**config.mk**
```make
export PLATFORM = sky130hd
export DESIGN_NAME = cbr_regs
export DESIGN_NICKNAME = d
export VERILOG_FILES = /design/src/conv3x3_bias_relu_stream_core_defines.svh /design/src/cbr_pkg.sv /design/src/cbr_regs.sv
export SDC_FILE = /design/constraint.sdc
export NUM_CORES = 1
export LEC_CHECK = 0
export ABC_AREA = 1
export BUFFER_PORTS_ARGS = -buffer_cell sky130_fd_sc_hd__buf_4
export CAP_MARGIN = 20
export CORE_MARGIN = 3
export CORE_UTILIZATION = 35
export DETAILED_ROUTE_END_ITERATION = 6
export REMOVE_ABC_BUFFERS = 1
export SETUP_SLACK_MARGIN = 0.2
export SYNTH_ARGS = -nofsm -noshare
export SYNTH_HDL_FRONTEND = slang
export SYNTH_SLANG_ARGS = --single-unit
```
**constraint.sdc**
```tcl
create_clock -name i_clk -period 2.3 [get_ports i_clk]
set_clock_uncertainty 0.05 [all_clocks]
set_input_delay 0 -clock i_clk [delete_from_list [all_inputs] [get_ports i_clk]]
set_output_delay 0 -clock i_clk [all_outputs]
set_load 0.05 [all_outputs]
```
**src/conv3x3_bias_relu_stream_core_defines.svh**
```systemverilog
// Assertion macros shared by the convolution core RTL.
// Included by files that carry concurrent checks; no other dependencies.
`ifndef CONV3X3_BIAS_RELU_STREAM_CORE_DEFINES_SVH
`define CONV3X3_BIAS_RELU_STREAM_CORE_DEFINES_SVH
`ifndef SYNTHESIS
`define CBR_ASSERT_CLK(lbl, clk, rst_n, prop, msg) \
    lbl: assert property (@(posedge clk) disable iff (!rst_n) prop) else $error(msg);
`define CBR_ASSERT(lbl, prop, msg) \
    `CBR_ASSERT_CLK(lbl, i_clk, i_rst_n, prop, msg)
`else
`define CBR_ASSERT_CLK(lbl, clk, rst_n, prop, msg)
`define CBR_ASSERT(lbl, prop, msg)
`endif
`endif

```
**src/cbr_pkg.sv**
```systemverilog
// Shared types, widths and helpers of the 3x3 convolution core.
// No dependencies; used by cbr_regs, cbr_front, cbr_back and the top level.
`timescale 1ns / 1ps
package cbr_pkg;
    localparam int PIX_W      = 32;
    localparam int KW_W       = 16;
    localparam int KROW_W     = 48;
    localparam int PROD_W     = 48;
    localparam int PART_W     = 50;
    localparam int TOT_W      = 52;
    localparam int FRAC_SHIFT = 14;
    localparam int SUM_W      = 38;
    localparam int ACC_W      = 40;
    localparam int ACC_SUM_W  = 41;
    localparam int VAL_W      = 31;
    localparam int COORD_W    = 8;
    localparam int FS_W       = 9;
    localparam int APB_DW     = 64;
    localparam int APB_AW     = 6;
    localparam int BIAS_W     = 32;

    localparam logic [FS_W-1:0] FRAME_RESET = 9'd224;
    localparam logic signed [ACC_W-1:0] ACC_MAX = {1'b0, {(ACC_W-1){1'b1}}};
    localparam logic signed [ACC_W-1:0] ACC_MIN = {1'b1, {(ACC_W-1){1'b0}}};

    typedef enum logic [2:0] {
        REG_K_TOP = 3'd0,
        REG_K_MID = 3'd1,
        REG_K_BOT = 3'd2,
        REG_BIAS  = 3'd3,
        REG_FRAME = 3'd4
    } t_reg_idx;

    typedef struct packed {
        logic [KROW_W-1:0]        k_top;
        logic [KROW_W-1:0]        k_mid;
        logic [KROW_W-1:0]        k_bot;
        logic signed [BIAS_W-1:0] bias;
        logic [FS_W-1:0]          frame_size;
        logic                     restart;
    } t_cfg;

    typedef struct packed {
        logic signed [PIX_W-1:0] pixel;
        logic                    produce;
        logic                    first;
        logic                    lastch;
        logic                    last;
    } t_slot;

    // Pick weight column col (0..2) out of a packed kernel row.
    function automatic logic signed [KW_W-1:0] kweight(input logic [KROW_W-1:0] row,
                                                      input int unsigned col);
        kweight = row[col*KW_W +: KW_W];
    endfunction
endpackage

```
**src/cbr_regs.sv**
```systemverilog
// APB configuration registers of the convolution core.
// Depends on cbr_pkg.
`timescale 1ns / 1ps
module cbr_regs (
    input  logic                        i_clk,
    input  logic                        i_rst_n,
    input  logic                        psel,
    input  logic                        penable,
    input  logic                        pwrite,
    input  logic [cbr_pkg::APB_AW-1:0]  paddr,
    input  logic [cbr_pkg::APB_DW-1:0]  pwdata,
    output logic [cbr_pkg::APB_DW-1:0]  prdata,
    output logic                        pready,
    output cbr_pkg::t_cfg               o_cfg
);
    import cbr_pkg::*;

    logic [KROW_W-1:0]        r_k_top, r_k_mid, r_k_bot;
    logic signed [BIAS_W-1:0] r_bias;
    logic [FS_W-1:0]          r_frame;
    logic                     w_wr;
    t_reg_idx                 w_idx;

    assign pready = 1'b1;
    assign w_idx  = t_reg_idx'(paddr[APB_AW-1:3]);
    assign w_wr   = psel && penable && pwrite && pready;

    always_ff @(posedge i_clk) begin
        if (!i_rst_n) begin
            r_k_top <= '0;
            r_k_mid <= '0;
            r_k_bot <= '0;
            r_bias  <= '0;
            r_frame <= FRAME_RESET;
        end else if (w_wr) begin
            unique case (w_idx)
                REG_K_TOP: r_k_top <= pwdata[KROW_W-1:0];
                REG_K_MID: r_k_mid <= pwdata[KROW_W-1:0];
                REG_K_BOT: r_k_bot <= pwdata[KROW_W-1:0];
                REG_BIAS:  r_bias  <= signed'(pwdata[BIAS_W-1:0]);
                REG_FRAME: r_frame <= pwdata[FS_W-1:0];
                default: ;
            endcase
        end
    end

    always_comb begin
        unique case (w_idx)
            REG_K_TOP: prdata = APB_DW'(r_k_top);
            REG_K_MID: prdata = APB_DW'(r_k_mid);
            REG_K_BOT: prdata = APB_DW'(r_k_bot);
            REG_BIAS:  prdata = APB_DW'(unsigned'(r_bias));
            REG_FRAME: prdata = APB_DW'(r_frame);
            default:   prdata = '0;
        endcase
    end

    always_comb begin
        o_cfg.k_top      = r_k_top;
        o_cfg.k_mid      = r_k_mid;
        o_cfg.k_bot      = r_k_bot;
        o_cfg.bias       = r_bias;
        o_cfg.frame_size = r_frame;
        // restart the raster on the same edge that takes a new frame size
        o_cfg.restart    = w_wr && (w_idx == REG_FRAME);
    end
endmodule

```
# Word level (Yosys, flattened, before mapping)
# Index checks and enable logic that the tools add are counted.
[word_totals]
register_bits = 185
inputBits = 75
[op_classes]
eq_ne = 4
mux = 1
reduce_logical = 9
[ops]
columns = ["cell", "n"]
rows = [
  ["case mux 48 bit (5 select lines)", 1],
  ["AND reduction 2 bit", 5],
  ["equality test 3 x 2 -> 1 bit (second input constant)", 2],
  ["equality test 3 x 1 -> 1 bit (second input constant)", 1],
  ["equality test 3 bit (second input constant)", 1],
  ["logical AND 1 bit", 3],
  ["zero test 3 bit", 1],
]

# Longest topological paths before layout
[depth]
depth_word = 3
mapped_depth = 9
ltp_nobuf = 7

# Worst setup path after synthesis
# OpenSTA, ideal clock, no wires.
[synth_timing]
path_kind = "input to output"
startpoint = "input paddr[4] (netlist name)"
endpoint = "output prdata[42] (netlist name)"
t_arrival_ns = 1.263
required_time_ns = 2.250
path_slack_ns = 0.987
cell_stages = 7
cell_sequence = "buf_4 > buf_4 > nor2_4 > buf_2 > buf_4 > nand2_1 > nand3_1"
[synth_between]
elab_chain_len = 2
elab_cells_between_ends = 6
cone_classes = "4 x eq/ne; 1 x mux; 1 x reduce/logical"
[synth_lines]
columns = ["item", "line", "source"]
rows = [
  ["start, declared", "cbr_regs.sv:10", "input logic [cbr_pkg::APB_AW-1:0] paddr,"],
  ["equality test 3 bit, or another cell as far along", "cbr_regs.sv:48", "unique case (w_idx)"],
  ["case mux 48 bit (5 select lines) (*)", "cbr_regs.sv:48", ""],
  ["end, declared", "cbr_regs.sv:12", "output logic [cbr_pkg::APB_DW-1:0] prdata,"],
]
# Every way passes the cells marked *; elsewhere a longest branch is shown, timed or not.

# Final worst setup path
[layout_timing]
startpoint = "input paddr[5] (netlist name)"
endpoint = "output prdata[16] (netlist name)"
# Same word-level chain as after synthesis.

==> impl_metrics.env <==
export IMPL_grt_use_met3=0.05784
export IMPL_grt_most_used_layer="met2"
export IMPL_cts_tree="done"
export IMPL_grt_usage=0.2127
export IMPL_grt_overflow=0
export IMPL_antenna_found_initial=1
export IMPL_ir_drop_mv=0.3495
export IMPL_clock_fmax_mhz=590.4
export IMPL_path_max_fanout=41
export IMPL_cts_sink_count=185
export IMPL_layout_cells_non_filler=2071
export IMPL_nets=1802
export IMPL_fin_crit_sh=0.7364
export IMPL_gp_congestion=0.7941
export IMPL_final_max_slew_viol_count=0
export IMPL_layout_filler_cells=2618
export IMPL_power_mw=7.155
export IMPL_yosysMostFrequentCell="sky130_fd_sc_hd__nand2_1"
export IMPL_post_drt_via_cell_ratio=4.679
export IMPL_cts_inserted_buffers=17
export IMPL_place_worst_setup_slack_ps=615.0
export IMPL_synth_commonest_cells="sky130_fd_sc_hd__nand2_1 (404), sky130_fd_sc_hd__nor2_1 (401), sky130_fd_sc_hd__dfxtp_1 (185)"
export IMPL_max_clock_path_buffers=2
export IMPL_std_cell_rows=58
export IMPL_grt_start_max_net_pins=70
export IMPL_postCtsResizedCells=0
export IMPL_power_internal_mw=5.044
export IMPL_placed_cells=1988
export IMPL_report_final_setup_viol=0
export IMPL_worst_slew_pin_slew_ps=565.7
export IMPL_die_height_um=167.2
export IMPL_asyncSetResetFlopFracSynth=0
export IMPL_clockPowerShare=0.410
export IMPL_synth_ff_latch_count=185
export IMPL_final_hold_violation_count=0
export IMPL_critPathKind="in2out"
export IMPL_comb_power_share=0.132
export IMPL_synth_edff_count=0
export IMPL_clock_root_buffer_master="sky130_fd_sc_hd__clkbuf_16"
export IMPL_power_frac_seq=0.458
export IMPL_max_cap_violations=0
export IMPL_run_status="finished clean"
export IMPL_total_length_of_routed_wires_um=30260
export IMPL_ys_seq_area_frac=0.4073
export IMPL_synthTopCellsByArea="sky130_fd_sc_hd__dfxtp_1 (41%), sky130_fd_sc_hd__nand2_1 (17%), sky130_fd_sc_hd__nor2_1 (17%)"
export IMPL_netlist_area_um2=9094
export IMPL_synth_cell_types=21
export IMPL_cell_leakage_power_nw=6.004
export IMPL_clkSlewWorstSetupHoldPaths_ps=80
export IMPL_vias_post_dr=9690
export IMPL_ioPinCount=326
export IMPL_globalRouteMet2Util=0.3625
export IMPL_setup_worst_path_start_class="primary input"
export IMPL_synth_warning_count=0
export IMPL_globalRouteMet1Util=0.2698
export IMPL_arrival_time_at_the_worst_endpoint_ps=1640
export IMPL_slew_headroom=0.6229
export IMPL_cts_htree_levels=4
export IMPL_synth_top_cell_area_share=0.4073
export IMPL_die_area_um2=27950
export IMPL_hp_class="in2reg"
export IMPL_final_layout_size_suffix_gt1_frac=0.2080
export IMPL_synthToLayoutAreaGrowth_pct=36.81
export IMPL_synthesis_instances=1446
export IMPL_dpl_cell_area_um2=11360
export IMPL_design_area_um2=12440
export IMPL_remaining_drc_errors=0
export IMPL_p_switching_mw=2.111
export IMPL_syn_area_per_cell_um2=6.289
export IMPL_type_of_element_capturing_the_critical_path="output pin"
export IMPL_worstPathRequired_ps=2250
export IMPL_drt_initial_drc_count=608
export IMPL_power_switching_fraction=0.2950
export IMPL_wire_length_of_the_first_global_routing_pass_um=49070
export IMPL_fin_tns_setup_ps=0
export IMPL_die_width_um=167.2
export IMPL_initial_utilization=0.3591
export IMPL_rsz0062_at_grt="false"
export IMPL_ant_nets_after_route=0
export IMPL_port_buffers=289
export IMPL_power_density_nw_per_um2=575.1
export IMPL_yosys_most_used_dff="sky130_fd_sc_hd__dfxtp_1"
export IMPL_worst_skew_pair_latency_ps=420
export IMPL_postLayoutCoreUtil=0.4912
export IMPL_via_count_of_the_first_global_routing_pass=9166
export IMPL_netlist_top_cell_by_area="sky130_fd_sc_hd__dfxtp_1"
export IMPL_wire_per_inst_um=14.61
export IMPL_firstDrtPassIters=5
export IMPL_place_hpwl_um=19310
export IMPL_finalCriticalPeriod_ps=1694
export IMPL_hold_worst_slack_ps=79.65
export IMPL_placeableCoreArea_um2=25330
export IMPL_postLayoutSetupSlackWorst_ps=606.3
==> cells in the final DEF (no fill, tap or decap), drive strengths merged <==
cell type	instances
nand3	188
dfxtp	185
clkbuf	19
a21oi	23
nand4	15
diode	1
nor2	409
dlygate4sd3	50
inv	111
conb	17
buf	311
nand2	405
clkinv	7
==> registers in the layout, indices dropped and copies added, names as in the netlist <==
signal	flops
r_k_mid	48
r_bias	32
r_k_top	48
r_k_bot	48
r_frame	9
==> cell families after synthesis <==
kind of cell | after synthesis | synth area share
other cells | 2 | 0.0008258
flops | 185 | 0.4073
simple gates | 1017 | 0.4593
compound gates | 23 | 0.01266
buf+inv | 219 | 0.1200
==> power groups by stage <==
stage / logic (mW) / registers [mW] / clock network, mW
after floorplan: 0.373 / 3.49 / 0
after global placement: 0.870 / 3.35 / 0
after detailed placement: 0.874 / 3.35 / 0
after CTS: 0.944 / 3.28 / 3.02
after global routing: 1.02 / 3.28 / 3.14
final: 0.942 / 3.28 / 2.94
==> layout make-up <==
cell class	instances	area, um^2	share of cell area
Antenna cell	1	2.502	0.0002011
Clock buffer	19	452.9	0.03641
Clock inverter	13	125.1	0.01006
Inverter	105	399.1	0.03208
Multi-Input combinational cell	1057	4380	0.3521
Sequential cell	185	3704	0.2977
Tap cell	330	412.9	0.03319
Timing Repair Buffer	361	2964	0.2383
==> worst max-delay path, cell delays in order <==
cell and delay (ps):
sky130_fd_sc_hd__buf_4 170, sky130_fd_sc_hd__clkinv_2 210, sky130_fd_sc_hd__buf_4 260, sky130_fd_sc_hd__nand2_1 110, sky130_fd_sc_hd__nor2_4 160, sky130_fd_sc_hd__buf_12 240
sky130_fd_sc_hd__a21oi_1 120, sky130_fd_sc_hd__nand2_1 110, sky130_fd_sc_hd__buf_4 210
==> worst paths after layout <==
kind | from | endpoint | slack, ps | cells past startpoint
max | paddr[5] | prdata[16] | 610 | 9
min | paddr[5] | r_frame[2]$_SDFFE_PN0P_ | 80 | 5
max reg2reg | r_k_mid[45]$_SDFFE_PN0P_ | r_k_mid[45]$_SDFFE_PN0P_ | 1600 | 2
min reg2reg | r_frame[6]$_SDFFE_PN1P_ | r_frame[6]$_SDFFE_PN1P_ | 450 | 2
==> routing by layer <==
metal	wire length [um]	up-vias
met5	0	-
li1	-	4945
met2	13970	312
met1	13570	4412
met3	2375	21
met4	344	0
==> timing repair <==
item,in CTS,in global routing
setup buffers,0,0
hold buffers,50,0
endpoints found under the hold margin,185,0
No activity file was read; power rests on OpenSTA's default activity.
