`src/conv3x3_bias_relu_stream_core_defines.svh`:
```
// Assertion macros shared by the convolution core RTL.
// Included by files that carry concurrent checks; no other dependencies.
`ifndef CONV3X3_BIAS_RELU_STREAM_CORE_DEFINES_SVH
`define CONV3X3_BIAS_RELU_STREAM_CORE_DEFINES_SVH
`ifndef SYNTHESIS
`define CBR_ASSERT_CLK(lbl, clk, rst_n, prop, msg) \
    lbl: assert property (@(posedge clk) disable iff (!rst_n) prop) else $error(msg);
`define CBR_ASSERT(lbl, prop, msg) \
    `CBR_ASSERT_CLK(lbl, i_clk, i_rst_n, prop, msg)
`else
`define CBR_ASSERT_CLK(lbl, clk, rst_n, prop, msg)
`define CBR_ASSERT(lbl, prop, msg)
`endif
`endif

```
`src/cbr_fifo.sv`:
```
// Short register queue between the front end and the compute back end.
// Depends on the assertion header only.
`timescale 1ns / 1ps
`include "conv3x3_bias_relu_stream_core_defines.svh"
module cbr_fifo #(
    parameter  int DW    = 40,
    parameter  int DEPTH = 4,
    localparam int PW    = $clog2(DEPTH),
    localparam int NW    = $clog2(DEPTH + 1)
) (
    input  logic          i_clk,
    input  logic          i_rst_n,
    input  logic          i_push,
    input  logic [DW-1:0] i_data,
    output logic          o_full,
    input  logic          i_pop,
    output logic          o_empty,
    output logic [DW-1:0] o_data
);
    logic [DW-1:0] r_mem [DEPTH];
    logic [PW-1:0] r_wr, r_rd;
    logic [NW-1:0] r_count;

    assign o_full  = (r_count == NW'(DEPTH));
    assign o_empty = (r_count == '0);
    assign o_data  = r_mem[r_rd];

    always_ff @(posedge i_clk) begin
        if (i_push) begin
            r_mem[r_wr] <= i_data;
        end
    end

    always_ff @(posedge i_clk) begin
        if (!i_rst_n) begin
            r_wr    <= '0;
            r_rd    <= '0;
            r_count <= '0;
        end else begin
            if (i_push) begin
                r_wr <= (r_wr == PW'(DEPTH - 1)) ? '0 : r_wr + PW'(1);
            end
            if (i_pop) begin
                r_rd <= (r_rd == PW'(DEPTH - 1)) ? '0 : r_rd + PW'(1);
            end
            r_count <= r_count + NW'(i_push) - NW'(i_pop);
        end
    end

    `CBR_ASSERT(a_fifo_bound, r_count <= NW'(DEPTH), "queue count beyond depth")
endmodule

```
`config.mk`:
```
export PLATFORM = sky130hd
export DESIGN_NAME = cbr_fifo
export DESIGN_NICKNAME = d
export VERILOG_FILES = /design/src/cbr_fifo.sv
export VERILOG_INCLUDE_DIRS = /design/src /design/src/src
export SDC_FILE = /design/constraint.sdc
export NUM_CORES = 1
export LEC_CHECK = 0
export BUFFER_PORTS_ARGS = -buffer_cell sky130_fd_sc_hd__buf_2
export CORE_ASPECT_RATIO = 1.1
export CORE_MARGIN = 5
export CORE_UTILIZATION = 45
export DETAILED_ROUTE_END_ITERATION = 10
export PLACE_DENSITY = 0.67
export SYNTH_ARGS = -nofsm -noshare
export SYNTH_HDL_FRONTEND = slang
export SYNTH_SLANG_ARGS = --single-unit
export TNS_END_PERCENT = 100
```
`constraint.sdc`:
```
create_clock -name i_clk -period 4.5 [get_ports i_clk]
set_input_delay 0.225 -clock i_clk [delete_from_list [all_inputs] [get_ports i_clk]]
set_output_delay 0.225 -clock i_clk [all_outputs]
set_load 0.02 [all_outputs]
```
# == Word-level counts from Yosys, hierarchy flattened ==
# Memory sizes are Yosys's and may differ from the RTL's. A register that Yosys moved wholly into a read port is not among the register bits.
# Cells that the tools add are included.
# op_classes
add_sub_neg,4
multipliers,0
n_div,0
magnitude_cmp,0
n_eq_ne,3
shift,0
muxes,6
bitwise,0
n_reduce_logical,1
# ops
cell,count
two-way mux 2 bit,4
"adder 2 x 1 -> 2 bit, second input constant",2
"equality test 2 bit, second input constant",2
adder 3 x 1 -> 3 bit,1
"equality test 3 bit, second input constant",1
zero test 3 bit,1
subtractor 3 x 1 -> 3 bit,1
two-way mux 1 bit,2
# word_totals
ff_bits,7
latch_bits,0
ram_bits,160
romBits,0
inputBits,44
output_inout_bits,42
wordCells,18
n_memories,1
# memory_table
name,depth,width,read_ports,rd_ports_with_merged_regs,write_ports,line,rtl
r_mem,4,40,1,1,1,cbr_fifo.sv:20,logic [DW-1:0] r_mem [DEPTH];

# == Depth between registers and ports, before layout ==
# Gate-level depths: netlist (run 1).
# depth
word_depth,4
mapped_depth,7
mapped_depth_nobuf,7

# == Least setup slack after synthesis (run 1) ==
# OpenSTA, ideal clock, no wires.
# synth_timing
kind,reg2reg
startpoint,register r_wr[0]
endpoint,memory r_mem[2][0] (enable)
setup_ns,0.401
arrival_ns,1.506
required_ns,4.099
slack_ns,2.592
path_stages_with_launch,4
path_buffers,0
period_less_slack_ns,1.908
cell_sequence,dfxtp_1 inv_1 ha_1 and2_1
# synth_lines
element,line,rtl
from (decl),cbr_fifo.sv:21,"logic [PW-1:0] r_wr, r_rd;"
from (signal assigned),cbr_fifo.sv:41,r_wr <= (r_wr == PW'(DEPTH - 1)) ? '0 : r_wr + PW'(1);
to (decl),cbr_fifo.sv:20,
# No word-level cell before the write port.

==> out/qor.txt, run 1 <==
Worst-path clk slew: 0.06 ns
Hold Vio Cnt, Final: 0
# fillers: 1109
Yosys cell types: 18
Commonest non-fill, non-tap cell in the layout: edfxtp_1
Simple-Gate Fraction of Synth Area: 0.0144
Most frequent cells in the layout: edfxtp_1 (160), buf_2 (85), mux4_2 (40)
GPL Wtd Cong: 0.629
Post-synthesis sequential area ratio: 0.794
Post-DRT Antenna Nets: 0
Design Area, Final: 0.00754 mm2
Drt initial violations: 128
Cell Area, Placed: 0.00686 mm2
HP Class: in2reg
# clock sinks: 169
First-pass GRT wire length: 16900 um
CP arrival: 2.12 ns
Post-Synth XOR/XNOR Area: 0.00379
Routed len/inst: 19.2 um
Outcome: finished clean
Mapped Avg Cell Area: 24.8 um2
Slew margin rel.: 0.260
Startpoint Class: register
Post-synthesis register bit count: 169
Via density: 5.04
Netlist Area Pre-Place: 0.00627 mm2
Antenna Cells: 0
Total CTS buffers: 17
Via count: 2810
Largest family of logic cells by synthesized area: multiplexers
Slew Limit Fails: 0
Clock root cell: clkbuf_16
Mux cell area share after synthesis: 0.147
Logic pwr share: 0.087
Max Cap Violations: 0
Area share of fa/ha/maj cells after synthesis: 0.0171
Clk_lat worst skew: 0.42 ns
FP Rows: 45
Min Tclk post-route: 2.35 ns
Worst setup EP type: output port
Drt pass-1 iters: 4
Die area: 0.0164 mm2
Setup violators final: 0
Vias in the first global route: 3087
PortBufs: 85
Area fraction in compound gates after synthesis: 0.00160
Skew final: 0.00492 ns
CP Max Fanout: 40
Period utilization: 0.522
Post CTS Setup Buffer Count: 0
Sequential Power Share: 0.497
Clock tree buffer depth: 2
Clk pwr share: 0.416
Layout cell share with drive strength beyond 1: 0.447
Pin count of the biggest net entering global routing: 41
Maximum VDD drop: 0.252 mV
Syn Nets: 305
Die height: 134 um
Synth Instances: 253
I/O pin cnt: 86
Max H-tree Level: 4
Worst slew pin tran: 1.11 ns
Total negative slack: 0 ns
Pleak: 2.59 nW
Initial antenna violation count: 0
Die width: 123 um
CTS tree: built
Routed wire length: 10700 um
P_int: 2.92 mW
Fin util: 0.549
Area Growth Syn to Fin: 20.1%
Remaining Overflow, GRT: 0
RSZ-0062 raised after global routing: no
CP Class: reg2out
Max Clk Rate: 0.426 GHz
Nets: 408
Switching part of the total: 0.211
Initial Utilization: 0.457
Post-DP HPWL: 6240 um
Total Routing Usage GR: 0.143
CORE AREA: 0.0137 mm2
WP data required: 4.28 ns
Residual DRC: 0
Power per Cell Area: 491 mW/mm2
Switch Pwr: 0.780 mW
Yosys warnings: 0
==> cells in the mapped netlist, drive strengths merged <==
master	count	share of area
a21oi	2	0.0016
and2	6	0.0060
and3	1	0.0010
buf	9	0.018
dfxtp	9	0.029
edfxtp	160	0.77
fa	1	0.0032
ha	7	0.014
inv	7	0.0042
mux2i	2	0.0032
mux4	40	0.14
nand2b	2	0.0020
nor2	3	0.0018
nor3	1	0.00080
or3b	2	0.0028
xor3	1	0.0038
==> cells by family (layout without fill, tap and decap cells) <==
kind of cell	after synthesis	in the layout
adders and majority gates	8	8
buffers and inverters	16	132
muxes	42	42
DFF	169	169
AOI/OAI and AO/OA	2	2
xor gates and xnor gates	1	1
and+or+nand+nor	15	15
==> sequential cells by signal (all words and copies together), names as in the netlist, named ones only <==
register / cells
r_rd: 2
r_mem: 160
r_wr: 2
r_count: 3
==> repair_timing <==
item / 4_1_cts / 5_1_grt
hold buffers: 0 / 4
endpoints found under the setup margin: 0 / 0
hold endpoints to repair: 0 / 14
gates resized for setup: 0 / 0
==> power groups by stage <==
stage	logic, mW	clock network (mW)	registers (mW)
global route	0.347	1.65	1.85
CTS	0.326	1.57	1.84
floorplan	0.243	0	1.84
global placement	0.318	0	1.87
finish	0.320	1.54	1.84
detailed placement	0.324	0	1.88
==> per-layer routing <==
| layer | up-vias | share of wire | GRT usage |
|---|---|---|---|
| met3 | 9 | 0.047 | 0.0519 |
| met1 | 1468 | 0.41 | 0.171 |
| met2 | 62 | 0.53 | 0.239 |
| met5 | - | 0 | 0 |
| met4 | 0 | 0.014 | 0.0523 |
| li1 | 1271 | - | - |
==> critical path: stages, from the launching register on <==
cell     delay (ns)
dfxtp_2        1.06
mux4_2         0.45
buf_2          0.18
==> worst paths after layout <==
check | startpoint | endpoint | slack (ns) | cells past startpoint
setup / recovery | register | o_data[25] | 2.15 | 2
hold / removal | i_data[9] | r_mem[2][9] | 0.02 | 1
setup reg to reg | r_wr[0] | r_mem[2][12] | 2.61 | 4
hold reg to reg | r_rd[0] | register | 0.50 | 2
==> cell type report <==
| type | instances | area [um2] | share of cell area |
|---|---|---|---|
| clock buffers | 19 | 433 | 0.0574 |
| clock inverters | 13 | 200 | 0.0266 |
| inverters | 7 | 26.3 | 0.00349 |
| multi-input cells | 68 | 1160 | 0.154 |
| flip-flops and latches | 169 | 4990 | 0.662 |
| well taps | 188 | 235 | 0.0312 |
| repair buffers | 93 | 495 | 0.0657 |
==> stage by stage <==
stage	hold slack [ns]	cells	setup WS [ns]	total power, mW
global placement	0.436	521	2.50	2.19
detailed placement	0.442	521	2.51	2.20
CTS	0.000421	553	2.04	3.74
floorplan	0.324	253	2.59	2.09
global route	0.00174	557	1.97	3.85
finish	0.0226	557	2.15	3.70
No activity file was read; power rests on OpenSTA's default activity.
==> run 2: changes to the inputs <==
==> constraint.sdc (replaced) <==
create_clock -name i_clk -period 2.45 [get_ports i_clk]
set_input_delay 0.1225 -clock i_clk [delete_from_list [all_inputs] [get_ports i_clk]]
set_output_delay 0.1225 -clock i_clk [all_outputs]
set_load 0.02 [all_outputs]
==> run 2 against run 1 <==
Sequential share of layout area fell by 3.5 points; clock-buffer cell count shrank 2; power up 78%; via count up 6.0%; die area did not move; critical path depth up 1; core utilization increased by 3.0 points; highest routed layer unchanged; first-iteration DRC count decreased by 6.3%.
==> out/qor.txt, run 2 (synthesized netlist as in run 1, its figures left out) <==
Outcome: finished clean (unchanged)
Max H-tree Level: 4 (unchanged)
Min Tclk post-route: 2.15 ns
I/O pin cnt: 86 (unchanged)
Pleak: 2.76 nW (was 2.59 nW)
Clk_lat worst skew: 0.42 ns (about the same)
GPL Wtd Cong: 0.694 (was 0.629)
Initial antenna violation count: 0 (unchanged)
Area occupied by multi-input gates: 0.00116 mm2 (unchanged)
FP Rows: 45 (unchanged)
Slowest stage delay, CP: 0.63 ns (was 1.06 ns)
Met2 wire length: 5770 um (was 5640 um)
Total Routing Usage GR: 0.144 (was 0.143)
CP Cell Sequence: buf_4, mux4_2, buf_2 (was mux4_2, buf_2)
Worst Reg-to-Reg Cells: 7 (was 4)
Setup violators final: 0 (unchanged)
Register with the most flip-flops: r_mem (unchanged)
Skew final: 0.00825 ns (was 0.00492 ns)
Via density: 4.99 (was 5.04)
CP Class: reg2out (unchanged)
FF-to-FF End: r_count[2] (was r_mem[2][12])
Initial Utilization: 0.457 (unchanged)
Drt initial violations: 120 (was 128)
Nets: 449 (was 408)
Commonest non-fill, non-tap cell in the layout: edfxtp_1 (unchanged)
Vias in the first global route: 3281 (was 3087)
Most frequent cells in the layout: edfxtp_1 (160), buf_2 (85), dlygate4sd3_1 (41) (was edfxtp_1 (160), buf_2 (85), mux4_2 (40))
WP data required: 2.33 ns (was 4.28 ns)
Die area: 0.0164 mm2 (unchanged)
Flip-flop and latch area: 0.00499 mm2 (unchanged)
Area Growth Syn to Fin: 26.8% (was 20.1%)
Uppermost layer routed: met4 (unchanged)
Worst setup EP type: output port (unchanged)
Slowest stage cell on the critical path: dfxtp_4 (was dfxtp_2)
Clock tree buffer depth: 2 (unchanged)
RSZ-0062 raised after global routing: no (unchanged)
Clock root cell: clkbuf_16 (unchanged)
# clock sinks: 169 (unchanged)
Worst slew pin tran: 0.525 ns (was 1.11 ns)
Slew margin rel.: 0.650 (was 0.260)
Die width: 123 um (unchanged)
Gates resized, CTS repair: 0 (unchanged)
Routed wire length: 11100 um (was 10700 um)
Slew Limit Fails: 0 (unchanged)
Inst Count DP: 525 (was 521)
Met3 WL: 481 um (was 504 um)
CORE AREA: 0.0137 mm2 (unchanged)
Post-route insts no fill: 597 (was 557)
Drt pass-1 iters: 4 (unchanged)
Worst-path clk slew: 0.06 ns (about the same)
First-pass GRT wire length: 17200 um (was 16900 um)
# fillers: 1069 (was 1109)
Post-DRT Antenna Nets: 0 (unchanged)
CP arrival: 2.03 ns (was 2.12 ns)
Critical path capture point: o_data[30] (was o_data[25])
Fin util: 0.579 (was 0.549)
Max Clk Rate: 0.464 GHz
Pin count of the biggest net entering global routing: 28 (was 41)
Power per Cell Area: 829 mW/mm2 (was 491 mW/mm2)
PortBufs: 85 (unchanged)
Total negative slack: 0 ns (unchanged)
Total CTS buffers: 17 (unchanged)
Max Cap Violations: 0 (unchanged)
CTS tree: built (unchanged)
Post-DP HPWL: 6910 um (was 6240 um)
M1 WL: 4610 um (was 4390 um)
Largest regs: r_mem x160, r_count x3 (unchanged)
Maximum VDD drop: 0.415 mV (was 0.252 mV)
HP Class: in2reg (unchanged)
Die height: 134 um (unchanged)
CP Max Fanout: 22 (was 40)
Hold Vio Cnt, Final: 0 (unchanged)
Remaining Overflow, GRT: 0 (unchanged)
Largest register FFs: 160 (unchanged)
Period utilization: 0.879
Via count: 2980 (was 2810)
Reg-to-reg slack, setup: 0.67 ns (was 2.61 ns)
Startpoint Class: register (unchanged)
Routed len/inst: 18.6 um (was 19.2 um)
Residual DRC: 0 (unchanged)
Layout cell share with drive strength beyond 1: 0.418 (was 0.447)
Hold slack final: 0.0444 ns (was 0.0226 ns)
Antenna Cells: 0 (unchanged)
Worst reg2reg startpoint: r_count[0] (was r_wr[0])
run 2: worst min path at each step:
stage	start	to	slack (ns)	cells past startpoint
2_1_floorplan	i_data[0]	r_mem[0][0]	0.22	0
3_3_place_gp	i_data[24]	r_mem[1][24]	0.33	1
3_5_place_dp	i_data[14]	r_mem[0][14]	0.34	1
4_1_cts	i_push	r_wr[1]	0.03	3
5_1_grt	i_push	r_wr[1]	0.05	3
6_report	i_push	r_wr[1]	0.04	3
run 2: per-stage QoR:
step / worst slack (ns) / power (mW) / cell area, um2
after floorplan: 0.542 / 3.83 / 6270
after global placement: 0.686 / 4.05 / 6970
after detailed placement: 0.672 / 4.07 / 6970
after CTS: 0.219 / 6.67 / 7950
after global routing: 0.172 / 6.84 / 7950
final: 0.295 / 6.60 / 7950
run 2: final cells by class:
class                           instances  area share
Sequential cell                       169       0.627
Multi-Input combinational cell         68       0.146
Timing Repair Buffer                  134       0.122
Clock buffer                           17      0.0535
Tap cell                              188      0.0296
Clock inverter                         14      0.0187
Inverter                                7     0.00330
run 2: power breakdown:
part	internal, mW	switching [mW]	leakage (nW)
combinational	0.329	0.359	0.941
sequential	3.30	0.0609	1.55
clock	1.50	1.05	0.274
total	5.12	1.47	2.76
run 2: what timing repair did:
| action | 4_1_cts | 5_1_grt |
|---|---|---|
| hold endpoints to repair | 162 | 0 |
| hold buffers | 41 | 0 |
| setup buffers | 0 | 0 |
run 2: routing by layer:
metal / vias up / track usage
li1: 1347 / -
met3: 22 / 0.0401
met1: 1548 / 0.180
met4: 0 / 0.0647
met2: 63 / 0.235
met5: - / 0
run 2: worst max-delay path, delay by kind of cell (launching register included):
kind | cells | cell delay, ns
mux | 1 | 0.53
buf+inv | 2 | 0.44
flops | 1 | 0.63
