`config.mk`:
```
export PLATFORM = sky130hd
export DESIGN_NAME = cbr_front_flat
export DESIGN_NICKNAME = d
export VERILOG_FILES = /design/src/cbr_pkg.sv /design/src/cbr_in_if.sv /design/src/cbr_front.sv /design/src/flat_wrapper.sv
export VERILOG_INCLUDE_DIRS = /design/src /design/src/src
export SDC_FILE = /design/constraint.sdc
export NUM_CORES = 1
export LEC_CHECK = 0
export BUFFER_PORTS_ARGS = -buffer_cell sky130_fd_sc_hd__buf_2
export CAP_MARGIN = 20
export CELL_PAD_IN_SITES_DETAIL_PLACEMENT = 1
export CELL_PAD_IN_SITES_GLOBAL_PLACEMENT = 2
export CORE_MARGIN = 4
export CORE_UTILIZATION = 15
export CTS_CLUSTER_DIAMETER = 60
export CTS_CLUSTER_SIZE = 25
export DETAILED_ROUTE_END_ITERATION = 12
export PLACE_DENSITY_LB_ADDON = 0.1
export REMOVE_ABC_BUFFERS = 1
export SLEW_MARGIN = 40
export SYNTH_ARGS = -nofsm -noshare
export SYNTH_HDL_FRONTEND = slang
export SYNTH_SLANG_ARGS = --single-unit
```
`constraint.sdc`:
```
create_clock -name i_clk -period 5.6 [get_ports i_clk]
set_input_delay 0.28 -clock i_clk [delete_from_list [all_inputs] [get_ports i_clk]]
set_output_delay 0.28 -clock i_clk [all_outputs]
set_load 0.1 [all_outputs]
```
`src/conv3x3_bias_relu_stream_core_defines.svh`:
```
// Assertion macros shared by the convolution core RTL.
// Included by files that carry concurrent checks; no other dependencies.
`ifndef CONV3X3_BIAS_RELU_STREAM_CORE_DEFINES_SVH
`define CONV3X3_BIAS_RELU_STREAM_CORE_DEFINES_SVH
`ifndef SYNTHESIS
`define CBR_ASSERT_CLK(lbl, clk, rst_n, prop, msg) \
    lbl: assert property (@(posedge clk) disable iff (!rst_n) prop) else $error(msg);
`define CBR_ASSERT(lbl, prop, msg) \
    `CBR_ASSERT_CLK(lbl, i_clk, i_rst_n, prop, msg)
`else
`define CBR_ASSERT_CLK(lbl, clk, rst_n, prop, msg)
`define CBR_ASSERT(lbl, prop, msg)
`endif
`endif

```
`src/cbr_pkg.sv`:
```
// Shared types, widths and helpers of the 3x3 convolution core.
// No dependencies; used by cbr_regs, cbr_front, cbr_back and the top level.
`timescale 1ns / 1ps
package cbr_pkg;
    localparam int PIX_W      = 32;
    localparam int KW_W       = 16;
    localparam int KROW_W     = 48;
    localparam int PROD_W     = 48;
    localparam int PART_W     = 50;
    localparam int TOT_W      = 52;
    localparam int FRAC_SHIFT = 14;
    localparam int SUM_W      = 38;
    localparam int ACC_W      = 40;
    localparam int ACC_SUM_W  = 41;
    localparam int VAL_W      = 31;
    localparam int COORD_W    = 8;
    localparam int FS_W       = 9;
    localparam int APB_DW     = 64;
    localparam int APB_AW     = 6;
    localparam int BIAS_W     = 32;

    localparam logic [FS_W-1:0] FRAME_RESET = 9'd224;
    localparam logic signed [ACC_W-1:0] ACC_MAX = {1'b0, {(ACC_W-1){1'b1}}};
    localparam logic signed [ACC_W-1:0] ACC_MIN = {1'b1, {(ACC_W-1){1'b0}}};

    typedef enum logic [2:0] {
        REG_K_TOP = 3'd0,
        REG_K_MID = 3'd1,
        REG_K_BOT = 3'd2,
        REG_BIAS  = 3'd3,
        REG_FRAME = 3'd4
    } t_reg_idx;

    typedef struct packed {
        logic [KROW_W-1:0]        k_top;
        logic [KROW_W-1:0]        k_mid;
        logic [KROW_W-1:0]        k_bot;
        logic signed [BIAS_W-1:0] bias;
        logic [FS_W-1:0]          frame_size;
        logic                     restart;
    } t_cfg;

    typedef struct packed {
        logic signed [PIX_W-1:0] pixel;
        logic                    produce;
        logic                    first;
        logic                    lastch;
        logic                    last;
    } t_slot;

    // Pick weight column col (0..2) out of a packed kernel row.
    function automatic logic signed [KW_W-1:0] kweight(input logic [KROW_W-1:0] row,
                                                      input int unsigned col);
        kweight = row[col*KW_W +: KW_W];
    endfunction
endpackage

```
`src/cbr_in_if.sv`:
```
// Pixel input channel of the convolution core: valid/ready plus one raster slot.
// No dependencies.
`timescale 1ns / 1ps
interface cbr_in_if;
    logic              valid;
    logic              ready;
    logic signed [31:0] pixel;
    logic              first_channel;
    logic              last_channel;

    modport source (output valid, pixel, first_channel, last_channel, input ready);
    modport sink   (input valid, pixel, first_channel, last_channel, output ready);
endinterface

```
`src/cbr_front.sv`:
```
// Front end of the convolution core: accept raster slots, track position, classify.
// Depends on cbr_pkg and cbr_in_if.
`timescale 1ns / 1ps
`include "conv3x3_bias_relu_stream_core_defines.svh"
module cbr_front #(
    parameter  int MAX_SIZE = 256,
    localparam int CW       = $clog2(MAX_SIZE + 2)
) (
    input  logic            i_clk,
    input  logic            i_rst_n,
    input  cbr_pkg::t_cfg   i_cfg,
    cbr_in_if.sink          i_pix,
    input  logic            i_full,
    output logic            o_push,
    output cbr_pkg::t_slot  o_slot,
    output logic [CW-1:0]   o_col,
    output logic [CW-1:0]   o_orow,
    output logic [CW-1:0]   o_ocol
);
    import cbr_pkg::*;

    logic [CW-1:0] r_row, r_col, n_row, n_col;
    logic [CW-1:0] w_size, w_edge;
    logic          w_border;

    // clamp the frame size into 1 .. MAX_SIZE
    always_comb begin
        if (i_cfg.frame_size == '0) begin
            w_size = CW'(1);
        end else if (32'(i_cfg.frame_size) > 32'(MAX_SIZE)) begin
            w_size = CW'(MAX_SIZE);
        end else begin
            w_size = CW'(i_cfg.frame_size);
        end
    end
    assign w_edge = w_size + CW'(1);

    assign i_pix.ready = !i_full;
    assign o_push      = i_pix.valid && !i_full;

    assign w_border = (r_row == '0) || (r_row >= w_edge) || (r_col == '0) || (r_col >= w_edge);

    always_comb begin
        o_slot.pixel   = w_border ? '0 : i_pix.pixel;
        o_slot.produce = (r_row >= CW'(2)) && (r_col >= CW'(2))
                         && (r_row <= w_edge) && (r_col <= w_edge);
        o_slot.first   = i_pix.first_channel;
        o_slot.lastch  = i_pix.last_channel;
        o_slot.last    = (r_row == w_edge) && (r_col == w_edge);
    end
    assign o_col  = r_col;
    assign o_orow = r_row - CW'(2);
    assign o_ocol = r_col - CW'(2);

    always_comb begin
        n_row = r_row;
        n_col = r_col;
        if (i_cfg.restart) begin
            n_row = '0;
            n_col = '0;
        end else if (o_push) begin
            if (r_col >= w_edge) begin
                n_col = '0;
                n_row = (r_row >= w_edge) ? '0 : r_row + CW'(1);
            end else begin
                n_col = r_col + CW'(1);
            end
        end
    end

    always_ff @(posedge i_clk) begin
        if (!i_rst_n) begin
            r_row <= '0;
            r_col <= '0;
        end else begin
            r_row <= n_row;
            r_col <= n_col;
        end
    end

    `CBR_ASSERT(a_col_in_frame, r_col <= w_edge, "column counter past frame edge")
    `CBR_ASSERT(a_row_in_frame, r_row <= w_edge, "row counter past frame edge")
endmodule

```
`src/flat_wrapper.sv`:
```
// flat-port wrapper written by rule: the top's interface ports become plain ports
module cbr_front_flat import cbr_pkg::*;
#(
    parameter  int MAX_SIZE = 256,
    localparam int CW       = $clog2(MAX_SIZE + 2)
)
  (i_clk, i_rst_n, i_cfg, i_full, o_push, o_slot, o_col, o_orow, o_ocol, i_pix_valid, i_pix_pixel, i_pix_first_channel, i_pix_last_channel, i_pix_ready);
  cbr_in_if i_pix_i ();
  input  logic i_clk;
  input  logic i_rst_n;
  input  cbr_pkg::t_cfg i_cfg;
  input  logic i_full;
  output logic o_push;
  output cbr_pkg::t_slot o_slot;
  output logic [CW-1:0] o_col;
  output logic [CW-1:0] o_orow;
  output logic [CW-1:0] o_ocol;
  input wire logic [$bits(i_pix_i.valid)-1:0] i_pix_valid;
  input wire logic [$bits(i_pix_i.pixel)-1:0] i_pix_pixel;
  input wire logic [$bits(i_pix_i.first_channel)-1:0] i_pix_first_channel;
  input wire logic [$bits(i_pix_i.last_channel)-1:0] i_pix_last_channel;
  output wire logic [$bits(i_pix_i.ready)-1:0] i_pix_ready;
  assign i_pix_i.valid = i_pix_valid;
  assign i_pix_i.pixel = i_pix_pixel;
  assign i_pix_i.first_channel = i_pix_first_channel;
  assign i_pix_i.last_channel = i_pix_last_channel;
  assign i_pix_ready = i_pix_i.ready;
  cbr_front #(.MAX_SIZE(MAX_SIZE)) u_core (.i_clk(i_clk), .i_rst_n(i_rst_n), .i_cfg(i_cfg), .i_pix(i_pix_i), .i_full(i_full), .o_push(o_push), .o_slot(o_slot), .o_col(o_col), .o_orow(o_orow), .o_ocol(o_ocol));
endmodule
```
* Word level (Yosys, flattened, before mapping)
Cells that the tools add are included.
** Storage, ports and cells
- Bits in registers :: 18
- Input port bits :: 224
- Output and inout port bits :: 65
- Word-level logic and storage cells :: 36
** Cells by class
- Add/subtract/negate cells :: 5
- $lt $le $gt $ge :: 7
- Equality and inequality tests :: 2
- Muxes and demuxes :: 5
- Bitwise logic cells :: 1
- Reductions and logical operators :: 14
** Operators with widths (count)
- 9-bit 2-to-1 mux :: 4
- 32-bit 2-to-1 mux :: 1
- 9-bit by 1-bit adder with 9-bit output, second input constant :: 3
- 9-bit zero test :: 3
- 9-bit == test :: 2
- 9-bit by 2-bit greater-or-equal comparator with 1-bit output, second input constant :: 2
- 9-bit greater-or-equal comparator :: 2
- 9-bit less-or-equal comparator :: 2
- 9-bit by 2-bit subtractor with 9-bit output, second input constant :: 2
- 9-bit > comparator, second input constant :: 1
- 1-bit logical AND :: 5
- 1-bit logical OR :: 3
- 2-bit AND reduction :: 1
- 2-bit OR reduction :: 1
- 1-bit zero test :: 1
- 1-bit NOT :: 1

* Logic depth before layout (Yosys ltp)
Gate-level depths: netlist of run 1.
- Word-level depth :: 9
- Mapped depth :: 17
- Gate-level depth less buffers :: 16

* Worst setup path after synthesis of run 1
No wires, ideal clock.
- Path type :: input -> output
- From :: in i_cfg[6] (netlist bit)
- To :: out o_slot[3] (netlist bit)
- Arrival :: 5038 ps
- Data required time :: 5320 ps
- Setup slack :: 282 ps
- Stages :: 15
- Buffers on the path :: 0
- Cell sequence :: nor4_1 -> a21oi_1 -> or2_2 -> inv_1 -> ha_1 -> and3_1 -> xnor2_1 -> or2_2 -> ha_1 -> and3_1 -> o21ai_0 -> and3_1 -> nor2_1 -> maj3_1 -> a221oi_1
** RTL lines
- from (decl) :: RTL line flat_wrapper.sv:11 : input cbr_pkg::t_cfg i_cfg;
- to (decl) :: RTL line flat_wrapper.sv:14 : output cbr_pkg::t_slot o_slot;

==> summary.txt, run 1 <==
Critical Path End Type -> output pin
CP cell instances -> buf_2, nor4_1, a21oi_1, or2_2, inv_1, ha_1, and3_1, xnor2_1, or2_2, ha_1, and3_1, o21ai_0, and3_1, a311oi_1, or2_1, nor4_4, buf_4, and2_1, buf_2
Top Ports -> 289
Antenna violations before repair -> 0
FF-to-FF setup slack -> 2760 ps
Post-cts sizing count -> 0
CTS H-tree depth -> 1
Row cnt -> 44
Vias in the first global route -> 2599
Tcrit/Tclk final -> 84.28%
Final setup vio count -> 0
Met1 Use GR -> 14.32%
Worst path bufs/invs -> 4
Global-route wire length before repair -> 14.97 mm
RSZ-0062 raised after global routing -> no
Final core utilization -> 20.60%
TritonCTS clock tree -> done
GRT Util Overall -> 11.68%
CP Max Fanout -> 32
M3 GR Usage -> 1.228%
Final WS setup -> 880.1 ps
Port Buffers -> 108
Seq/Total Area, Yosys -> 16.04%
Routed WL -> 10.27 mm
Worst r2r src -> u_core.r_row[3]
Setup TNS -> 0 ps
Crit-path max cell delay -> 440 ps
Die Width -> 130.4 um
Leakage power -> 1.417 nW
DR vias -> 2453
Share of layout cells above drive strength 1 -> 32.40%
Hold EP -> u_core.o_col[7]
Worst slew pin tran -> 705.6 ps
CP Launch Type -> input port
Global route hottest layer -> met2
Yosys cell types -> 50
Total Nets Final -> 644
Crit path max-delay family -> simple AND/OR/NAND/NOR gates
Initial Util -> 15.39%
Min Tclk post-route -> 4720 ps
VDD IR-drop max -> 0.05846 mV
P_int -> 265.4 uW
Slew HR -> 52.86%
Reg2reg end -> u_core.r_row[6]
Post-synth EDFFs -> 0
Synthesized flop and latch total -> 18
Min-delay src -> i_pix_valid
Fillers -> 1811
GR Overflow Total -> 0
Max Cap Viol -> 0
Post-route ant nets -> 0
Root Buffer -> clkbuf_16
Final Hold Vio Count -> 0
Sequential power share -> 34.7%
Tightest Hold Check Type -> in2reg
RD Place Congestion -> 0.7289
Non-Filler Instances -> 576
Critical path class -> in2out
Cells after Synth -> 297
Async SR Flop Fraction -> 0%
CTS Hold Bufs -> 0
CTS max path bufs -> 2
Layout area overhead -> 33.82%
Predominant post-synthesis flop cell -> dfxtp_1
Post-DR wirelength/cell -> 17.82 um
WHS Path Cells -> 4
Drt initial violations -> 60
Arrival @ worst endpoint -> 4440 ps
Most used cell, CP -> and3_1
Place WS -> 849.4 ps
Die height -> 130.4 um
Power after layout -> 372.5 uW
Slowest cell on the critical path -> buf_2
Setup Buffers After CTS -> 0
CTS Buf Count -> 3
Met2 Resource Use GR -> 21.58%
Psw -> 107.1 uW
Mapped Avg Cell Area -> 7.562 sq um
Clock transition at path regs -> 60 ps
Cell area after synthesis -> 2246 sq um
Yosys warns -> 0
Detail Placement HPWL -> 8.621 mm
Status -> completed
Largest net degree at the start of global routing -> 33
Setup Skew -> 4.337 ps
Worst skew pair latency -> 260 ps
Dpl cells -> 572
PwrDens -> 123.9 nW/um^2
Comb power frac -> 19.9%
Post-DR vias/cell -> 4.259
# clock sinks -> 18
Net Sw Frac -> 28.76%
WP data required -> 5320 ps
Clock share of power -> 45.5%
DR pass1 iterations -> 4
R2r worst-path depth -> 8
Core area -> 14590 sq um
Die area -> 16990 sq um
Antenna cells -> 0
Fin. max-slew vios -> 0
Fmax achieved -> 211.9 MHz
Residual DRC count -> 0
-- routing by layer --
| metal | vias to the layer above | routed length [um] |
|---|---|---|
| met2 | 80 | 4979 |
| li1 | 1221 | - |
| met1 | 1144 | 4620 |
| met3 | 8 | 525 |
| met4 | 0 | 140 |
| met5 | - | 0 |
-- logic make-up (layout without fill, tap and decap cells) --
family	Yosys count	count (layout)	share of synthesized area [%]
AND/OR/NAND/NOR	152	152	38.50
buffers and inverters	35	130	7.633
XOR/XNOR	23	23	8.969
flip-flops	18	18	16.04
AO/OA/AOI/OAI	40	40	12.93
adder cells (fa/ha/maj)	29	29	15.93
-- area by class of cell --
type / instances / area, sq um / area share [%]
multi-input combinational: 244 / 1714 / 57.04
timing repair buffer: 109 / 548.0 / 18.23
sequential: 18 / 360.3 / 11.99
tap: 184 / 230.2 / 7.660
clock buffer: 4 / 88.84 / 2.956
inverter: 17 / 63.81 / 2.123
-- cell usage in the layout, fill, tap and decap left out, types with 2 or more instances in the layout --
master	count
nor3_1	11
a21oi_1	12
or2_2	8
clkbuf_16	3
dfxtp_1	18
nand3_1	21
a21o_1	4
buf_2	108
o21ai_0	4
nand4_1	5
nor4_1	4
nor2_1	8
inv_1	16
xor2_1	10
o221ai_1	6
nor2b_1	6
and2_1	35
and3_1	6
o211ai_1	2
or3_1	4
xnor2_1	13
ha_1	27
and4b_1	2
nand2_1	28
nand2b_1	5
o22ai_1	2
maj3_1	2
-- worst reg2reg max path, cell delays in order, from the launching register on --
cell	delay (ps)
dfxtp_1	560
ha_1	320
and3_1	220
o21ai_0	80
and3_1	200
a311oi_1	150
nor3_2	510
nand3_1	430
o221ai_1	300
-- power by group through the flow --
stage / combinational [mW] / clock (mW) / sequential (mW)
floorplan: 0.0399 / 0 / 0.136
global placement: 0.0747 / 0 / 0.132
detailed placement: 0.0751 / 0 / 0.132
CTS: 0.0756 / 0.174 / 0.129
global route: 0.0823 / 0.178 / 0.129
finish: 0.0740 / 0.169 / 0.129
-- registers in the layout, indices dropped and copies added (netlist names) --
name	count
u_core.o_col	9
u_core.r_row	9
-- worst max-delay path by stage --
stage / startpoint / endpoint / slack [ps] / cells past startpoint
6_report: i_cfg[6] / o_slot[8] / 880 / 19
5_1_grt: i_cfg[6] / o_slot[8] / 550 / 19
4_1_cts: i_cfg[6] / o_slot[8] / 830 / 19
3_5_place_dp: i_cfg[6] / o_slot[8] / 850 / 19
3_3_place_gp: i_cfg[6] / o_slot[34] / 800 / 19
2_1_floorplan: i_cfg[6] / o_slot[3] / 280 / 15
-- cell usage after synthesis (2+ instances only) --
library cell  instances  share of area, %
a21o_1                4               1.3
a21oi_1              12               2.7
and2_1               35               9.7
and3_1                6               1.7
and4b_1               2              0.89
buf_1                 2              0.33
buf_2                 2              0.45
buf_4                 4               1.3
buf_6                 3               1.5
clkbuf_1              7               1.2
dfxtp_1              18                16
ha_1                 27                15
inv_1                16               2.7
maj3_1                2              0.89
nand2_1              28               4.7
nand2b_1              5               1.4
nand3_1              21               4.7
nand4_1               5               1.4
nor2_1                8               1.3
nor2b_1               6               1.7
nor3_1               11               2.5
nor4_1                4               1.1
o211ai_1              2              0.67
o21ai_0               4              0.89
o221ai_1              6               2.3
o22ai_1               2              0.56
or2_2                 8               2.2
or3_1                 4               1.1
xnor2_1              13               5.1
xor2_1               10               3.9
-- stage by stage --
stage	hold WS [ps]	area, sq um
2_1_floorplan	547.4	2138
5_1_grt	471.9	3005
6_report	437.0	3005
4_1_cts	433.9	3005
3_3_place_gp	557.1	2917
3_5_place_dp	563.1	2917
Power figures use the tool's default switching activity.
==> run 2: changes to the inputs <==
--- a/config.mk
+++ b/config.mk
@@ -6,12 +6,13 @@
 export SDC_FILE = /design/constraint.sdc
 export NUM_CORES = 1
 export LEC_CHECK = 0
+export ABC_AREA = 1
 export BUFFER_PORTS_ARGS = -buffer_cell sky130_fd_sc_hd__buf_2
 export CAP_MARGIN = 20
 export CELL_PAD_IN_SITES_DETAIL_PLACEMENT = 1
 export CELL_PAD_IN_SITES_GLOBAL_PLACEMENT = 2
 export CORE_MARGIN = 4
-export CORE_UTILIZATION = 15
+export CORE_UTILIZATION = 14
 export CTS_CLUSTER_DIAMETER = 60
 export CTS_CLUSTER_SIZE = 25
 export DETAILED_ROUTE_END_ITERATION = 12
==> constraint.sdc (replaced) <==
create_clock -name i_clk -period 4.31 [get_ports i_clk]
set_input_delay 0.2155 -clock i_clk [delete_from_list [all_inputs] [get_ports i_clk]]
set_output_delay 0.2155 -clock i_clk [all_outputs]
set_load 0.1 [all_outputs]
==> run 2 against run 1 <==
Effect of this change: synthesized cell count rose by 22%; worst setup slack lost 640 ps; count of clock-buffer cells in the layout is the same; final area grew 32%; combinational power up 85%; sequential share of layout area down 2.9 points; die area up 21%; area after synthesis increased by 14%; power is 39% higher; critical path type unchanged; largest cell class unchanged; highest routed layer unchanged.
==> summary.txt, run 2 <==
Cell area after synthesis -> 2562 sq um (+14%)
Initial Util -> 14.26% (-1.1 points)
Root Buffer -> clkbuf_16
Critical path class -> in2out
Post-route ant nets -> 0 (unchanged)
Port Buffers -> 108 (unchanged)
Final setup vio count -> 0 (unchanged)
Most common cell in the netlist -> inv_1
RD Place Congestion -> 0.7486 (+2.7%)
R2r worst-path depth -> 10 (+2)
# clock sinks -> 18 (unchanged)
Fillers -> 2200 (+21%)
Worst slew pin tran -> 692.3 ps (-13.37 ps)
Global-route wire length before repair -> 16.88 mm (+13%)
Mapped Avg Cell Area -> 7.098 sq um (-6.1%)
Row cnt -> 49 (+11%)
Vias in the first global route -> 2898 (+12%)
Status -> completed
CP Max Fanout -> 49 (+53%)
Leakage power -> 1.763 nW (+24%)
Setup Buffers After CTS -> 0 (unchanged)
Critical Path End Type -> output pin
Die Width -> 143.3 um (+9.9%)
Min Tclk post-route -> 4066 ps
Fin. max-slew vios -> 0 (unchanged)
VDD IR-drop max -> 0.1189 mV (+100%)
Yosys warns -> 0 (unchanged)
RSZ-0062 raised after global routing -> yes
Top Ports -> 289 (unchanged)
Yosys cell types -> 39 (-22%)
CTS H-tree depth -> 1 (unchanged)
Fmax achieved -> 245.9 MHz
Hold EP -> u_core.o_col[1]
Drt initial violations -> 87 (+45%)
Detail Placement HPWL -> 9.137 mm (+6.0%)
Tightest Hold Check Type -> in2reg
Cells after Synth -> 361 (+22%)
Arrival @ worst endpoint -> 3850 ps (-590 ps)
PwrDens -> 131.1 nW/um^2 (+5.8%)
GR Overflow Total -> 0 (unchanged)
Post-synth top cells -> inv_1 (47), nor2_1 (46), nand2_1 (44)
Yosys top cell by area -> nor3b_2
FF-to-FF setup slack -> 1840 ps (-920 ps)
Antenna cells -> 0 (unchanged)
CTS Buf Count -> 3 (unchanged)
Post-synth EDFFs -> 0 (unchanged)
Antenna violations before repair -> 0 (unchanged)
Total Nets Final -> 715 (+11%)
Largest cells by area after synthesis -> nor3b_2 (15%), dfxtp_1 (14%), ha_1 (13%)
Share of layout cells above drive strength 1 -> 35.64% (+3.2 points)
Synthesized flop and latch total -> 18 (unchanged)
DR pass1 iterations -> 4 (unchanged)
Clock transition at path regs -> 60 ps (about the same)
CTS Hold Bufs -> 0 (unchanged)
Post-DR wirelength/cell -> 15.96 um (-10%)
Worst r2r src -> u_core.o_col[4]
Critical path origin -> i_cfg[2]
Residual DRC count -> 0 (unchanged)
Die height -> 143.3 um (+9.9%)
DR vias -> 2789 (+14%)
Routed WL -> 11.04 mm (+7.6%)
Commonest non-fill, non-tap cell in the layout -> buf_2
Tcrit/Tclk final -> 94.35%
Seq/Total Area, Yosys -> 14.06% (-2.0 points)
TritonCTS clock tree -> done
Final Cell Area -> 3956 sq um (+32%)
WP data required -> 4090 ps (-1230 ps)
WHS Path Cells -> 4 (unchanged)
Post-cts sizing count -> 0 (unchanged)
Post-DR vias/cell -> 4.030 (-5.4%)
Async SR Flop Fraction -> 0% (unchanged)
Worst skew pair latency -> 250 ps (about the same)
Layout area overhead -> 54.39%
Setup Skew -> 4.643 ps (+0.3057 ps)
CP Launch Type -> input port
Min-delay src -> i_pix_valid
Area fraction of the dominant cell type after synthesis -> 14.65% (-1.4 points)
Die area -> 20530 sq um (+21%)
Reg2reg end -> u_core.o_col[7]
Dpl cell area -> 3867 sq um (+33%)
Max Cap Viol -> 0 (unchanged)
GRT Util Overall -> 10.50% (-1.2 points)
CTS max path bufs -> 2 (unchanged)
Power after layout -> 518.8 uW (+39%)
Most frequent cells in the layout -> buf_2 (74), inv_1 (47), nor2_1 (46), nand2_1 (44), buf_12 (36)
Largest net degree at the start of global routing -> 50 (+52%)
Predominant post-synthesis flop cell -> dfxtp_1
Final Hold Vio Count -> 0 (unchanged)
Slew HR -> 53.80% (+0.94 points)
Core area -> 17960 sq um (+23%)
[run 2: changes by cell type after synthesis, moves of 9 or more]
cell	change
inv_1	+31
nand3_1	+11
and2_1	-35
xnor2_1	-11
xor2_1	+9
nor2_1	+38
nand2_1	+16
nor3b_2	+30
[run 2: metrics by stage]
step	std cells	setup TNS [ps]	setup slack (ps)	utilization, %	hold WS (ps)
after floorplan	342	-27430	-1784	-	431.0
final	692	0	243.5	22.02	368.2
after global routing	692	-89.99	-37.29	22.02	425.0
after CTS	692	0	255.7	22.02	370.9
after detailed placement	688	0	244.0	21.53	432.6
after global placement	688	0	161.4	21.53	432.6
[run 2: critical path, stage by stage]
cell and delay [ps]:
buf_2 120, nor4_1 290, and3_1 220, nor2_1 80, inv_1 90, nand2_1 90
inv_1 70, ha_1 170, nand4_1 210, nor2_1 180, a41oi_1 260, ha_1 390
nand2_1 80, nor4b_1 390, nand4_1 200, nand3_2 130, buf_12 270, nor3b_1 140
buf_12 190
[run 2: layout make-up]
type	count	area (sq um)	area share, %
Multi-Input combinational cell	275	1891	47.79
Sequential cell	18	360.3	9.108
Tap cell	229	286.5	7.242
Timing Repair Buffer	117	1144	28.91
Clock buffer	4	88.84	2.245
Inverter	49	186.4	4.712
[run 2: how the worst max path moves through the flow]
| stage | to | slack [ps] | cells after the start |
|---|---|---|---|
| 6_report | o_slot[35] | 240 | 19 |
| 2_1_floorplan | o_slot[35] | -1780 | 6 |
| 3_3_place_gp | o_slot[35] | 160 | 22 |
| 5_1_grt | o_slot[4] | -40 | 22 |
| 3_5_place_dp | u_core.o_col[7] | 240 | 20 |
| 4_1_cts | o_slot[35] | 260 | 19 |
[run 2: per-layer routing]
metal	GRT usage (%)	share of wire (%)	wire, um	vias up
li1	-	-	-	1403
met1	14.48	49	5366	1273
met2	17.26	43	4744	103
met3	2.296	7.5	830	10
met4	1.487	0.92	102	0
met5	0	0	0	-
[run 2: logic make-up after synthesis]
| family | after synthesis | synth area share [%] |
|---|---|---|
| compound gates | 39 | 8.789 |
| xor+xnor | 21 | 7.178 |
| fa+ha+maj | 27 | 13.18 |
| buf+inv | 68 | 12.16 |
| flops | 18 | 14.06 |
| simple gates | 188 | 44.63 |
[run 2: power by group]
| group | switching, mW | internal (mW) | total [mW] |
|---|---|---|---|
| Clock | 0.0715 | 0.141 | 0.213 |
| Combinational | 0.0909 | 0.0463 | 0.137 |
| Sequential | 0.00145 | 0.167 | 0.169 |
==> run 3: changes to the inputs <==
--- a/config.mk
+++ b/config.mk
@@ -16,6 +16,8 @@
 export CTS_CLUSTER_DIAMETER = 60
 export CTS_CLUSTER_SIZE = 25
 export DETAILED_ROUTE_END_ITERATION = 12
+export GPL_TIMING_DRIVEN = 0
+export MAX_ROUTING_LAYER = met4
 export PLACE_DENSITY_LB_ADDON = 0.1
 export REMOVE_ABC_BUFFERS = 1
 export SLEW_MARGIN = 40
==> run 3 against run 2 <==
Effect of this change: maximum frequency up 0.77%; combinational power is 6% higher; clock power rose by 3%.
==> summary.txt, run 3 (same netlist as run 2, synthesis figures left out) <==
Status -> completed
Final Hold Vio Count -> 0 (unchanged)
Critical Path End Type -> output pin
CTS max path bufs -> 2 (unchanged)
Worst slew pin tran -> 720.9 ps (+28.61 ps)
Post-DR vias/cell -> 4.118 (+2.2%)
Final setup vio count -> 0 (unchanged)
Antenna violations before repair -> 0 (unchanged)
Die height -> 143.3 um (unchanged)
Routed WL -> 11.84 mm (+7.2%)
Core area -> 17960 sq um (unchanged)
Post-DR wirelength/cell -> 16.86 um (+5.7%)
Drt initial violations -> 79 (-9.2%)
Vias in the first global route -> 2997 (+3.4%)
Die Width -> 143.3 um (unchanged)
# clock sinks -> 18 (unchanged)
Total Nets Final -> 725 (+1.4%)
Min Tclk post-route -> 4035 ps (-31.18 ps)
Share of layout cells above drive strength 1 -> 38.69% (+3.1 points)
Setup TNS -> 0 ps (unchanged)
Psw -> 176.0 uW (+7.5%)
Tightest Hold Check Type -> in2reg
Fin. max-slew vios -> 0 (unchanged)
Commonest non-fill, non-tap cell in the layout -> buf_2
Max Cap Viol -> 0 (unchanged)
P_int -> 356.5 uW (+0.44%)
Net Sw Frac -> 33.06% (+1.5 points)
WP data required -> 4090 ps (about the same)
Tcrit/Tclk final -> 93.63% (-0.72 points)
GRT Util Overall -> 11.51% (+1.0 points)
Layout area overhead -> 46.34%
DR pass1 iterations -> 4 (unchanged)
Clock share of power -> 41.1% (about the same)
Largest net degree at the start of global routing -> 25 (-50%)
Post-route ant nets -> 0 (unchanged)
Critical path class -> in2out
Root Buffer -> clkbuf_16
RD Place Congestion -> 0.7072 (-5.5%)
Place WS -> -705.9 ps (-949.8 ps)
TritonCTS clock tree -> done
Detail Placement HPWL -> 8.631 mm (-5.5%)
Setup Skew -> 5.478 ps (+0.8345 ps)
CTS Hold Bufs -> 0 (unchanged)
Die area -> 20530 sq um (unchanged)
Final WS setup -> 274.7 ps (+31.18 ps)
PwrDens -> 142.0 nW/um^2 (+8.3%)
CTS H-tree depth -> 1 (unchanged)
Clock transition at path regs -> 60 ps (about the same)
DR vias -> 2891 (+3.7%)
Slew HR -> 51.89% (-1.9 points)
Port Buffers -> 108 (unchanged)
Top Ports -> 289 (unchanged)
RSZ-0062 raised after global routing -> no
Arrival @ worst endpoint -> 3820 ps (-30 ps)
Initial Util -> 14.26% (unchanged)
CTS Buf Count -> 3 (unchanged)
CP Launch Type -> input port
Global-route wire length before repair -> 17.82 mm (+5.6%)
CP Max Fanout -> 16 (-67%)
Sequential power share -> 31.6% (-0.9 points)
Leakage power -> 1.784 nW (+1.2%)
Row cnt -> 49 (unchanged)
Most frequent cells in the layout -> buf_2 (74), inv_1 (47), nand2_1 (44), nor2_1 (44), buf_4 (38)
VDD IR-drop max -> 0.1403 mV (+18%)
Comb power frac -> 27.3% (+0.8 points)
Residual DRC count -> 0 (unchanged)
Antenna cells -> 0 (unchanged)
GR Overflow Total -> 0 (unchanged)
Fmax achieved -> 247.8 MHz (+0.77%)
Worst skew pair latency -> 250 ps (about the same)
-- run 3: cell types whose count changed in the layout (fill, tap and decap cells not counted), moves of 2 or more --
cell	previous run	this run
buf_12	36	3
buf_4	7	38
buf_6	0	7
nand3_4	0	3
nor2_1	46	44
-- run 3: metrics by stage --
step	util (%)	instances	area, sq um	total power, mW	hold WS, ps
after floorplan	-	342	2437	0.2585	431.0
after global placement	18.17	679	3264	0.3060	432.6
after detailed placement	18.26	679	3279	0.3081	432.6
after CTS	19.91	694	3576	0.5356	369.8
after global routing	20.87	702	3750	0.5625	392.2
final	20.87	702	3750	0.5326	337.2
-- run 3: cell type report --
cell class	instances	area, sq um
fill	2186	14210
timing repair buffer	122	794.5
inverter	49	186.4
sequential	18	360.3
multi-input combinational	280	2033
tap	229	286.5
clock buffer	4	88.84
-- run 3: per-layer routing --
layer / wire [um] / global-route usage [%]
met1: 5635 / 15.20
met2: 5337 / 19.29
met3: 764 / 1.864
met4: 101 / 1.189
met5: 0 / -
-- run 3: critical path, cell delays in order --
cell and delay, ps:
buf_2 120, nor4_2 250, and3_1 200, nor2_1 80, inv_1 80, nand2_1 140
inv_1 90, ha_1 180, nand4_1 230, nor2_2 190, a41oi_1 190, ha_1 340
nand2_1 130, nor2_1 70, nand4_1 120, nand2_2 100, nor2_8 220, nand4_4 110
buf_12 180, nor3b_2 270, buf_6 270
-- run 3: timing repair --
item / CTS / global route
setup endpoints to repair: 33 / 34
gates cloned: 3 / 2
buffers inserted: 8 / 6
gates resized for setup: 34 / 23
pin swaps: 5 / 8
-- run 3: power by group through the flow --
stage	Combinational, mW	Sequential [mW]	Clock, mW
5_1_grt	0.161	0.169	0.232
3_3_place_gp	0.134	0.172	0
3_5_place_dp	0.136	0.172	0
4_1_cts	0.142	0.169	0.225
6_report	0.145	0.169	0.219
2_1_floorplan	0.0810	0.178	0
-- run 3: final timing paths --
kind                        start         endpoint  slack (ps)  depth (start not counted)
setup / recovery         i_cfg[2]       o_slot[14]         270                         21
hold / removal           i_cfg[0]  u_core.r_row[2]         340                          4
setup reg to reg  u_core.o_col[4]  u_core.o_col[3]        1800                         13
hold reg to reg   u_core.r_row[7]  u_core.r_row[7]         590                          2
